### config.mk
export PLATFORM = sky130hd
export DESIGN_NAME = bin_packing_placer_unit
export DESIGN_NICKNAME = d
export VERILOG_FILES = /design/src/rtl/bpp_pkg.sv /design/src/rtl/bpp_lane.sv /design/src/rtl/bpp_merge.sv /design/src/rtl/bin_packing_placer_unit.sv
export VERILOG_INCLUDE_DIRS = /design/src /design/src/rtl
export SDC_FILE = /design/constraint.sdc
export NUM_CORES = 2
export LEC_CHECK = 0
export BUFFER_PORTS_ARGS = -buffer_cell sky130_fd_sc_hd__buf_2
export CORE_AREA = 2 2 263 265
export DETAILED_ROUTE_END_ITERATION = 16
export DIE_AREA = 0 0 265 267
export PLACE_DENSITY = 0.69
export SLEW_MARGIN = 20
export SYNTH_ARGS = -nofsm -noshare
export SYNTH_HDL_FRONTEND = slang
export SYNTH_SLANG_ARGS = --single-unit
### constraint.sdc
create_clock -name clk -period 22.7 [get_ports clk]
set_input_delay 2.27 -clock clk [delete_from_list [all_inputs] [get_ports clk]]
set_output_delay 2.27 -clock clk [all_outputs]
set_load 0.03 [all_outputs]
### src/rtl/bin_packing_placer_unit_macros.svh
// Assertion macros for the bin packing placer.
`ifndef BIN_PACKING_PLACER_UNIT_MACROS_SVH
`define BIN_PACKING_PLACER_UNIT_MACROS_SVH

// Checked only outside reset.
`define BPP_ASSERT(lbl, prop, msg) \
	lbl: assert property (@(posedge clk) disable iff (!arst_n) prop) else $error(msg);

// Checked at every edge, reset included.
`define BPP_ASSERT_ALWAYS(lbl, prop, msg) \
	lbl: assert property (@(posedge clk) prop) else $error(msg);

`endif

### src/rtl/bpp_pkg.sv
// Shared types and constants for the bin packing placer.
package bpp_pkg;

	localparam int VOL_W     = 16;
	localparam int MAX_BINS  = 8;
	localparam int BIN_IDX_W = 3;
	localparam int CFG_IDX_W = 2;
	localparam int CFG_DATA_W = 16;

	// Register indexes on the configuration port
	localparam logic [CFG_IDX_W-1:0] REG_CAPACITY = 2'd0;
	localparam logic [CFG_IDX_W-1:0] REG_MODE     = 2'd1;
	localparam logic [CFG_IDX_W-1:0] REG_LIMIT    = 2'd2;

	typedef enum logic {
		MODE_FIRST_FIT = 1'b0,
		MODE_ROOMIEST  = 1'b1
	} mode_t;

	// What one lane found for its bin
	typedef struct packed {
		logic             fit_ff;
		logic             fit_rf;
		logic [VOL_W-1:0] free;
		logic [VOL_W-1:0] sum;
	} lane_res_t;

	// Winner picked by the merge stage
	typedef struct packed {
		logic                 hit;
		logic [BIN_IDX_W-1:0] idx;
	} pick_t;

endpackage

### src/rtl/bpp_lane.sv
// One bin lane: fit checks and free space for a single bin.
module bpp_lane #(
	parameter int W_BITS = 16
) (
	input  logic [bpp_pkg::VOL_W-1:0] vol,
	input  logic [W_BITS-1:0]         weight,
	input  logic [bpp_pkg::VOL_W-1:0] cap,
	input  logic                      is_open,
	output bpp_pkg::lane_res_t        res
);

	logic [bpp_pkg::VOL_W:0] sum_w;
	logic [bpp_pkg::VOL_W:0] free_w;
	logic [bpp_pkg::VOL_W:0] wt_w;
	logic                    free_pos;

	assign wt_w   = (bpp_pkg::VOL_W+1)'(weight);
	assign sum_w  = (bpp_pkg::VOL_W+1)'(vol) + wt_w;
	// free space may go negative when a bin was opened overfull
	assign free_w = (bpp_pkg::VOL_W+1)'(cap) - (bpp_pkg::VOL_W+1)'(vol);
	assign free_pos = !free_w[bpp_pkg::VOL_W] && (free_w[bpp_pkg::VOL_W-1:0] != '0);

	assign res.fit_ff = is_open && (sum_w <= (bpp_pkg::VOL_W+1)'(cap));
	assign res.fit_rf = is_open && free_pos && (wt_w <= free_w);
	assign res.free   = free_w[bpp_pkg::VOL_W-1:0];
	assign res.sum    = sum_w[bpp_pkg::VOL_W-1:0];

endmodule

### src/rtl/bpp_merge.sv
// Merge stage: picks the winning bin from the lane results.
module bpp_merge #(
	parameter int NUM_BINS = 8
) (
	input  bpp_pkg::lane_res_t lanes [NUM_BINS],
	input  bpp_pkg::mode_t     mode,
	output bpp_pkg::pick_t     pick
);

	bpp_pkg::pick_t            ff_pick;
	bpp_pkg::pick_t            rf_pick;
	logic [bpp_pkg::VOL_W-1:0] best;

	// First fit: lowest lane that fits
	always_comb begin
		ff_pick = '0;
		for (int k = NUM_BINS - 1; k >= 0; k--) begin
			if (lanes[k].fit_ff) begin
				ff_pick.hit = 1'b1;
				ff_pick.idx = bpp_pkg::BIN_IDX_W'(k);
			end
		end
	end

	// Roomiest: largest free space, ties to the lowest lane
	always_comb begin
		rf_pick = '0;
		best    = '0;
		for (int k = 0; k < NUM_BINS; k++) begin
			if (lanes[k].fit_rf && (lanes[k].free > best)) begin
				rf_pick.hit = 1'b1;
				rf_pick.idx = bpp_pkg::BIN_IDX_W'(k);
				best        = lanes[k].free;
			end
		end
	end

	assign pick = (mode == bpp_pkg::MODE_ROOMIEST) ? rf_pick : ff_pick;

endmodule

### src/rtl/bin_packing_placer_unit.sv
// A result beat appears in the output register in the cycle after its item is accepted.
// Throughput: one item per cycle while the output register drains; all bins are checked at once, one lane per bin,
// and the merge plus state update close in that same cycle.
// Input is taken whenever the output register is empty or being drained.
// Reset (arst_n low): all bins empty, no bin open, capacity 65535, first-fit mode,
// bin limit 8, no result pending.
module bin_packing_placer_unit #(
	parameter int NUM_BINS    = 8,
	parameter int WEIGHT_BITS = 16
) (
	input  logic                                clk,
	input  logic                                arst_n,
	// configuration writes
	input  logic                                cfg_wr_en,
	input  logic [bpp_pkg::CFG_IDX_W-1:0]       cfg_index,
	input  logic [bpp_pkg::CFG_DATA_W-1:0]      cfg_data,
	// item channel
	input  logic                                in_valid,
	output logic                                in_ready,
	input  logic                                start_new_set,
	input  logic [bpp_pkg::VOL_W-1:0]           weight_bin0,
	input  logic [bpp_pkg::VOL_W-1:0]           weight_bin1,
	input  logic [bpp_pkg::VOL_W-1:0]           weight_bin2,
	input  logic [bpp_pkg::VOL_W-1:0]           weight_bin3,
	input  logic [bpp_pkg::VOL_W-1:0]           weight_bin4,
	input  logic [bpp_pkg::VOL_W-1:0]           weight_bin5,
	input  logic [bpp_pkg::VOL_W-1:0]           weight_bin6,
	input  logic [bpp_pkg::VOL_W-1:0]           weight_bin7,
	// result channel
	output logic                                out_valid,
	input  logic                                out_ready,
	output logic [bpp_pkg::BIN_IDX_W-1:0]       chosen_bin,
	output logic                                opened_bin,
	output logic                                no_bin_left,
	output logic [bpp_pkg::VOL_W-1:0]           bin_volume_after
);

	`include "bin_packing_placer_unit_macros.svh"

	// weight bits actually used per lane
	localparam int WB = (WEIGHT_BITS < bpp_pkg::VOL_W) ? WEIGHT_BITS : bpp_pkg::VOL_W;
	localparam int CNT_W = 4;

	// configuration registers
	logic [bpp_pkg::VOL_W-1:0] cap_q;
	bpp_pkg::mode_t            mode_q;
	logic [CNT_W-1:0]          limit_q;

	// bin state
	logic [bpp_pkg::VOL_W-1:0] vol_q [NUM_BINS];
	logic [CNT_W-1:0]          open_q;

	logic [bpp_pkg::VOL_W-1:0] w_in [bpp_pkg::MAX_BINS];
	logic [bpp_pkg::VOL_W-1:0] vol_eff [NUM_BINS];
	logic [bpp_pkg::VOL_W-1:0] wt_ext [NUM_BINS];
	bpp_pkg::lane_res_t        lane_res [NUM_BINS];
	bpp_pkg::pick_t            pick;

	logic [CNT_W-1:0]          open_eff;
	logic [CNT_W-1:0]          limit_eff;
	logic                      can_open;
	logic                      do_open;
	logic                      in_fire;
	logic [bpp_pkg::VOL_W-1:0] hit_vol;
	logic [bpp_pkg::VOL_W-1:0] new_vol;

	assign w_in[0] = weight_bin0;
	assign w_in[1] = weight_bin1;
	assign w_in[2] = weight_bin2;
	assign w_in[3] = weight_bin3;
	assign w_in[4] = weight_bin4;
	assign w_in[5] = weight_bin5;
	assign w_in[6] = weight_bin6;
	assign w_in[7] = weight_bin7;

	assign in_ready = !out_valid || out_ready;
	assign in_fire  = in_valid && in_ready;

	// a new set sees empty bins and no open bin
	assign open_eff  = start_new_set ? '0 : open_q;
	assign limit_eff = (limit_q > CNT_W'(NUM_BINS)) ? CNT_W'(NUM_BINS) : limit_q;
	assign can_open  = open_eff < limit_eff;
	assign do_open   = !pick.hit && can_open;

	// lanes, one per bin
	for (genvar k = 0; k < NUM_BINS; k++) begin : g_lane
		assign vol_eff[k] = start_new_set ? '0 : vol_q[k];
		assign wt_ext[k]  = bpp_pkg::VOL_W'(w_in[k][WB-1:0]);

		bpp_lane #(
			.W_BITS (WB)
		) u_lane (
			.vol     (vol_eff[k]),
			.weight  (w_in[k][WB-1:0]),
			.cap     (cap_q),
			.is_open (CNT_W'(k) < open_eff),
			.res     (lane_res[k])
		);
	end

	bpp_merge #(
		.NUM_BINS (NUM_BINS)
	) u_merge (
		.lanes (lane_res),
		.mode  (mode_q),
		.pick  (pick)
	);

	// volume of the winning bin and of a newly opened bin
	always_comb begin
		hit_vol = '0;
		new_vol = '0;
		for (int k = 0; k < NUM_BINS; k++) begin
			if (pick.idx == bpp_pkg::BIN_IDX_W'(k)) begin
				hit_vol = lane_res[k].sum;
			end
			if (open_eff == CNT_W'(k)) begin
				new_vol = wt_ext[k];
			end
		end
	end

	// configuration writes
	always_ff @(posedge clk or negedge arst_n) begin
		if (!arst_n) begin
			cap_q   <= '1;
			mode_q  <= bpp_pkg::MODE_FIRST_FIT;
			limit_q <= CNT_W'(8);
		end else if (cfg_wr_en) begin
			case (cfg_index)
				bpp_pkg::REG_CAPACITY: cap_q   <= cfg_data;
				bpp_pkg::REG_MODE:     mode_q  <= bpp_pkg::mode_t'(cfg_data[0]);
				bpp_pkg::REG_LIMIT:    limit_q <= cfg_data[CNT_W-1:0];
				default: ;
			endcase
		end
	end

	// bin state update
	always_ff @(posedge clk or negedge arst_n) begin
		if (!arst_n) begin
			open_q <= '0;
			for (int k = 0; k < NUM_BINS; k++) begin
				vol_q[k] <= '0;
			end
		end else if (in_fire) begin
			open_q <= do_open ? open_eff + CNT_W'(1) : open_eff;
			for (int k = 0; k < NUM_BINS; k++) begin
				if (pick.hit && (pick.idx == bpp_pkg::BIN_IDX_W'(k))) begin
					vol_q[k] <= lane_res[k].sum;
				end else if (do_open && (open_eff == CNT_W'(k))) begin
					vol_q[k] <= wt_ext[k];
				end else begin
					vol_q[k] <= vol_eff[k];
				end
			end
		end
	end

	// output register
	always_ff @(posedge clk or negedge arst_n) begin
		if (!arst_n) begin
			out_valid <= 1'b0;
		end else if (in_fire) begin
			out_valid <= 1'b1;
		end else if (out_ready) begin
			out_valid <= 1'b0;
		end
	end

	always_ff @(posedge clk) begin
		if (in_fire) begin
			if (pick.hit) begin
				chosen_bin       <= pick.idx;
				opened_bin       <= 1'b0;
				no_bin_left      <= 1'b0;
				bin_volume_after <= hit_vol;
			end else if (do_open) begin
				chosen_bin       <= open_eff[bpp_pkg::BIN_IDX_W-1:0];
				opened_bin       <= 1'b1;
				no_bin_left      <= 1'b0;
				bin_volume_after <= new_vol;
			end else begin
				chosen_bin       <= '0;
				opened_bin       <= 1'b0;
				no_bin_left      <= 1'b1;
				bin_volume_after <= '0;
			end
		end
	end

	// checks
	`BPP_ASSERT_ALWAYS(a_open_bound, open_q <= CNT_W'(NUM_BINS), "open bin count above bin count")
	`BPP_ASSERT(a_drop_clean, (out_valid && no_bin_left) |-> (!opened_bin && (chosen_bin == '0) && (bin_volume_after == '0)), "dropped beat carries data")
	`BPP_ASSERT(a_open_count, (in_valid && in_ready && !start_new_set) |=> (opened_bin == (open_q == ($past(open_q) + CNT_W'(1)))), "open count out of step with opened flag")

endmodule
# Word level (Yosys, flattened, before mapping)
# Index checks and enable logic that the tools add are counted.
# op_classes
order_cmp	34
addsub	17
reduce_logical	84
mux	75
n_eq_ne	16
# ops
cell	n
16-bit two-way mux	49
16-bit by 16-bit adder with 17-bit output	8
16-bit by 17-bit less-or-equal comparator with 1-bit output	8
17-bit by 16-bit less-or-equal comparator with 1-bit output	8
16-bit by 16-bit subtractor with 17-bit output	8
16-bit nonzero test	8
16-bit > comparator	7
4-bit two-way mux	20
1-bit logical AND	58
4-bit by 3-bit == test with 1-bit output (second input constant)	4
16-bit by 1-bit > comparator with 1-bit output (second input constant)	1
3-bit by 4-bit less-than comparator with 1-bit output (first input constant)	4
3-bit == test (second input constant)	4
1-bit logical NOT	10
4-bit by 2-bit == test with 1-bit output (second input constant)	2
1-bit by 4-bit less-than comparator with 1-bit output (first input constant)	2
2-bit by 4-bit less-than comparator with 1-bit output (first input constant)	2
3-bit by 2-bit == test with 1-bit output (second input constant)	2
3-bit two-way mux	2
2-bit AND reduction	3
4-bit by 1-bit adder with 4-bit output (second input constant)	1
4-bit by 1-bit == test with 1-bit output (second input constant)	1
4-bit > comparator (second input constant)	1
4-bit logical NOT	1
9 further kinds	12
# word_totals
inputBits	152
output_inout_bits	23
elab_cells	243
reg_bits	175

# Longest topological paths before layout
# logic_depth
word_depth	40
ltp_mapped	129
mapped_depth_nobuf	111

# Hierarchy
# Synthesis repeated with hierarchy kept, for this count alone.
# hier_totals
cells_unflattened	4268
hier_area_um2	34282.9
# by_module_without_submodules
mod	instances	cells_per_inst	seq_area_each_um2	area_per_inst_um2
bin_packing_placer_unit	1	1207	4505.6	11653.7
bpp_lane (g_lane[2].u_lane ...)	4	298	0.0	2230.9
bpp_lane (g_lane[6].u_lane ...)	2	326	0.0	2341.0
bpp_lane (g_lane[0].u_lane ...)	2	312	0.0	2302.2
bpp_merge	1	593	0.0	4419.2

# Worst setup path before layout
# Ideal clock, no wire load.
# synth_timing
path_kind	input port to flip-flop
startpoint	input start_new_set
endpoint	register bin_volume_after[13] (netlist bit), data pin
setup_time_ps	261
path_stages	117
t_required_ps	22439
t_arrival_ps	24470
setup_slack_ps	-2030
n_path_buf	16
cell_sequence	clkbuf_1 -> clkbuf_1 -> clkbuf_1 -> nand2b_1 -> ha_1 -> nor2b_1 -> o21ai_0 -> a21oi_1 -> o41ai_1 -> o21ai_0 -> a221o_1 -> nand3_1 -> nand2_1 -> xnor2_1 -> inv_1 -> ha_1 -> nand2_1 -> nor4_1 -> [... 81 more ...] -> ha_1 -> nand4_1 -> nor2_1 -> nand3_1 -> or3b_2 -> a31oi_1 -> o21ai_0 -> nor3_1 -> o21a_1 -> o21ai_0 -> o21a_1 -> o31a_1 -> or3_1 -> clkbuf_1 -> nand2_1 -> nor2_1 -> a211o_1 -> a221o_1
# synth_between
elab_chain_len	40
word_cells_on_any_way	174
classes_between	16 x add/sub; 33 x order compare; 14 x eq/ne; 51 x mux; 60 x reduce/logical
# synth_lines
element	line	source
start, declared	bin_packing_placer_unit.sv:20	input logic start_new_set,
parallel branches: the longest is 39 deep, another holds 16-bit by 16-bit subtractor with 17-bit output	-	
16-bit two-way mux (*)	bin_packing_placer_unit.sv:173	if (pick.hit) begin
end signal, assigned	bin_packing_placer_unit.sv:177	bin_volume_after <= hit_vol;
end signal, assigned	bin_packing_placer_unit.sv:182	bin_volume_after <= new_vol;
end, declared	bin_packing_placer_unit.sv:35	output logic [bpp_pkg::VOL_W-1:0] bin_volume_after
# Every way passes the cells marked *.
# A chain may end at the register's enable or synchronous reset.

# Worst setup path in the final report
# layout_timing
startpoint	input start_new_set
endpoint	register bin_volume_after[5] (netlist bit), data pin
# The elaborated chain is that of the path after synthesis.

==> results.yml <==
synthesis:
  ys_types: 91
  synth_seq_cells: 175
  yosys_warnings: 0
  synthArstFlopShare: 0.880
  synth_enable_flop_cells: 21
  synthFlopType: "dfrtp_1"
  synth.cell_area_um2: 33600
  synthCells: 4361
  syn_avg_cell_area_um2: 7.71
  seq_area_frac_synth: 0.134
  postSynthNetCount: 5158
cells_and_area:
  drive_gt1_frac: 0.174
  fin_nets: 5542
  syn_to_final_growth_pct: 17.0
  fin_util: 0.579
  final_area_um2: 39400
global_routing:
  grt_use_total: 0.388
  use_met3: 0.0889
  use_met2: 0.592
  grt_pass1_vias: 32300
  grt_pass1_wl_mm: 204
  overflow: 0
  top_usage_layer: "met2"
  gr-usage-met1: 0.518
  grt_max_degree: 101
  antenna_found_initial: 9
sta:
  setup_viol: 0
  final.min_clock_period_ns: 22.05
  finClkSkew_ns: 0.0141
  hold_violations: 0
  fmax_mhz: 45.4
  finalWorstSetupSlack_ns: 0.655
  finalMaxSlewViolations: 0
  tightest_slew_ns: 1.24
  relSlewSlack: 0.149
  hold_ws_ns: 0.473
  post-route-period-util: 0.971
clock_network:
  root_buffer: "clkbuf_16"
  cts.clk_slew.worst_paths_ns: 0.08
  hold_buffers: 0
  clockBufferDepth: 2
  cts_tree: "done"
  clock_sinks: 175
  htree_levels: 4
  worstSkewPairLatency_ns: 0.51
  numCtsBuffers: 17
setup_path:
  critical_path_required_ns: 22.94
  cp_slowest_cell: "or3b_2"
  critical_path_class: "input port to flop"
  critPathMostFrequentCell: "buf_4"
  crit_path_end_kind: "flop"
  critPathLaunch: "start_new_set"
  crit_fanout: 11
  worstSetupStartpointType: "input port"
  rr_startpoint: "cap_q[0]"
  critPathArrivalTime_ns: 22.28
  cpPeakStageDelay_ns: 0.44
power:
  power_mw: 5.02
  p_leak_nw: 19.6
  p_seq_frac: 0.095
  switching_share: 0.538
  power_density_nw_per_um2: 128
  pwr-share-comb: 0.845
  internal_power_mw: 2.32
  clkPwrFrac: 0.061
  ir_drop_mv: 0.103
  p_switching_mw: 2.70
flow_run:
  maxCapViolCount: 0
min_path:
  hp-start: "vol_q[16]"
  hold_path.class: "flop to flop"
routing:
  wirelength_mm: 142
  first_pass_iters: 8
  route.detailed.drc: 0
  wl_per_cell_um: 25.2
  ant_nets: 0
  viasPerCell: 6.32
  via_count: 35700
  drt_iter0_drc: 4153
place:
  dp_hpwl_mm: 113
  gp_congestion: 1.02
  place_area_um2: 37500
  io_buffers: 174
  dpl_worst_slack_ns: -0.338
floorplanning:
  die_h_um: 267
  io_pins: 175
  die_area_um2: 70800
  fp.dieW_um: 265
  coreArea_um2: 68000
  rows: 96
  start_util: 0.495
run_status:
  status: "finished, final reports clean"
==> cells in the final DEF (no fill, tap or decap), types with 137 or more instances in the layout <==
master,count
ha_1,613
inv_1,430
nand2_1,321
a21oi_1,312
buf_4,303
o21ai_0,299
nor2_1,266
buf_2,172
nand2b_1,162
a21o_1,149
xnor2_1,144
dfrtp_1,137
==> path summary, 6_finish.rpt <==
kind                                       end  slack (ns)  cells past startpoint
max in group asynchronous            vol_q[33]       19.72                      2
max                        bin_volume_after[5]        0.65                    110
min in group asynchronous           vol_q[124]        1.71                      1
min                                  vol_q[16]        0.47                      2
min reg2reg                          vol_q[16]        0.47                      2
max reg2reg                bin_volume_after[5]        1.70                    109
==> kinds of logic (layout without fill, tap and decap cells) <==
logic type,after synthesis,in the layout,share of synthesized area
mux,221,221,0.0702
flops,175,175,0.134
simple gates,1202,1203,0.176
xor+xnor,209,209,0.0544
compound gates,1320,1320,0.253
fa+ha+maj,645,645,0.243
buf+inv,589,985,0.0684
other cells,0,2,0
==> registers in the layout, summed over array words and instances, names as in the netlist <==
name / cells
opened_bin: 1
out_valid: 1
vol_q: 128
limit_q: 4
chosen_bin: 3
mode_q: 1
open_q: 4
no_bin_left: 1
cap_q: 16
bin_volume_after: 16
==> worst max-delay path, delay by kind of cell <==
family          cells  cell delay, ns
fa+ha+maj           9            2.42
mux                 7            1.89
simple gates       28            4.62
xor+xnor            1            0.16
compound gates     46            8.02
buf+inv            19            2.88
==> area by class of cell <==
type | instances | area (µm²)
repair buffers | 518 | 3910
inverters | 435 | 1640
diodes | 2 | 5.00
well taps | 882 | 1100
clock inverters | 11 | 80.1
flip-flops and latches | 175 | 4510
multi-input cells | 3598 | 27600
fillers | 6429 | 28600
clock buffers | 21 | 472
==> repair_timing <==
action / 4_1_cts / 5_1_grt
setup endpoints to repair: 0 / 153
buffers inserted: 0 / 44
resized for setup: 0 / 165
==> cell usage after synthesis, types with 77 or more instances <==
| master | count | area, µm² |
|---|---|---|
| ha_1 | 629 | 7870 |
| inv_1 | 432 | 1620 |
| nand2_1 | 328 | 1230 |
| a21oi_1 | 326 | 1630 |
| o21ai_0 | 324 | 1620 |
| nor2_1 | 272 | 1020 |
| nand2b_1 | 164 | 1030 |
| a21o_1 | 149 | 1120 |
| xnor2_1 | 146 | 1280 |
| dfrtp_1 | 137 | 3430 |
| clkbuf_1 | 122 | 458 |
| mux2i_1 | 103 | 1030 |
| mux2_2 | 102 | 1150 |
| nor3_1 | 85 | 425 |
| nor2b_1 | 82 | 513 |
| nand4_1 | 78 | 488 |
| o21a_1 | 77 | 578 |
==> metal layers <==
layer,routed length [µm],vias to the layer above
met1,58700,16800
li1,-,16600
met3,15500,385
met5,106,-
met4,7540,16
met2,60200,1821
==> through the flow <==
step | instances | setup TNS [ns]
6_report | 5642 | 0
5_1_grt | 5640 | -10.62
4_1_cts | 5587 | 0
3_5_place_dp | 5555 | -19.27
3_3_place_gp | 5555 | -0.221
2_1_floorplan | 4361 | 0
==> power groups by stage <==
stage	sequential, mW	combinational [mW]	clock (mW)
after floorplan	0.502	2.39	0
after global placement	0.477	3.85	0
after detailed placement	0.476	3.86	0
after CTS	0.472	3.89	0.305
after global routing	0.482	4.56	0.316
final	0.476	4.24	0.304
(Power assumes the default switching activity.)
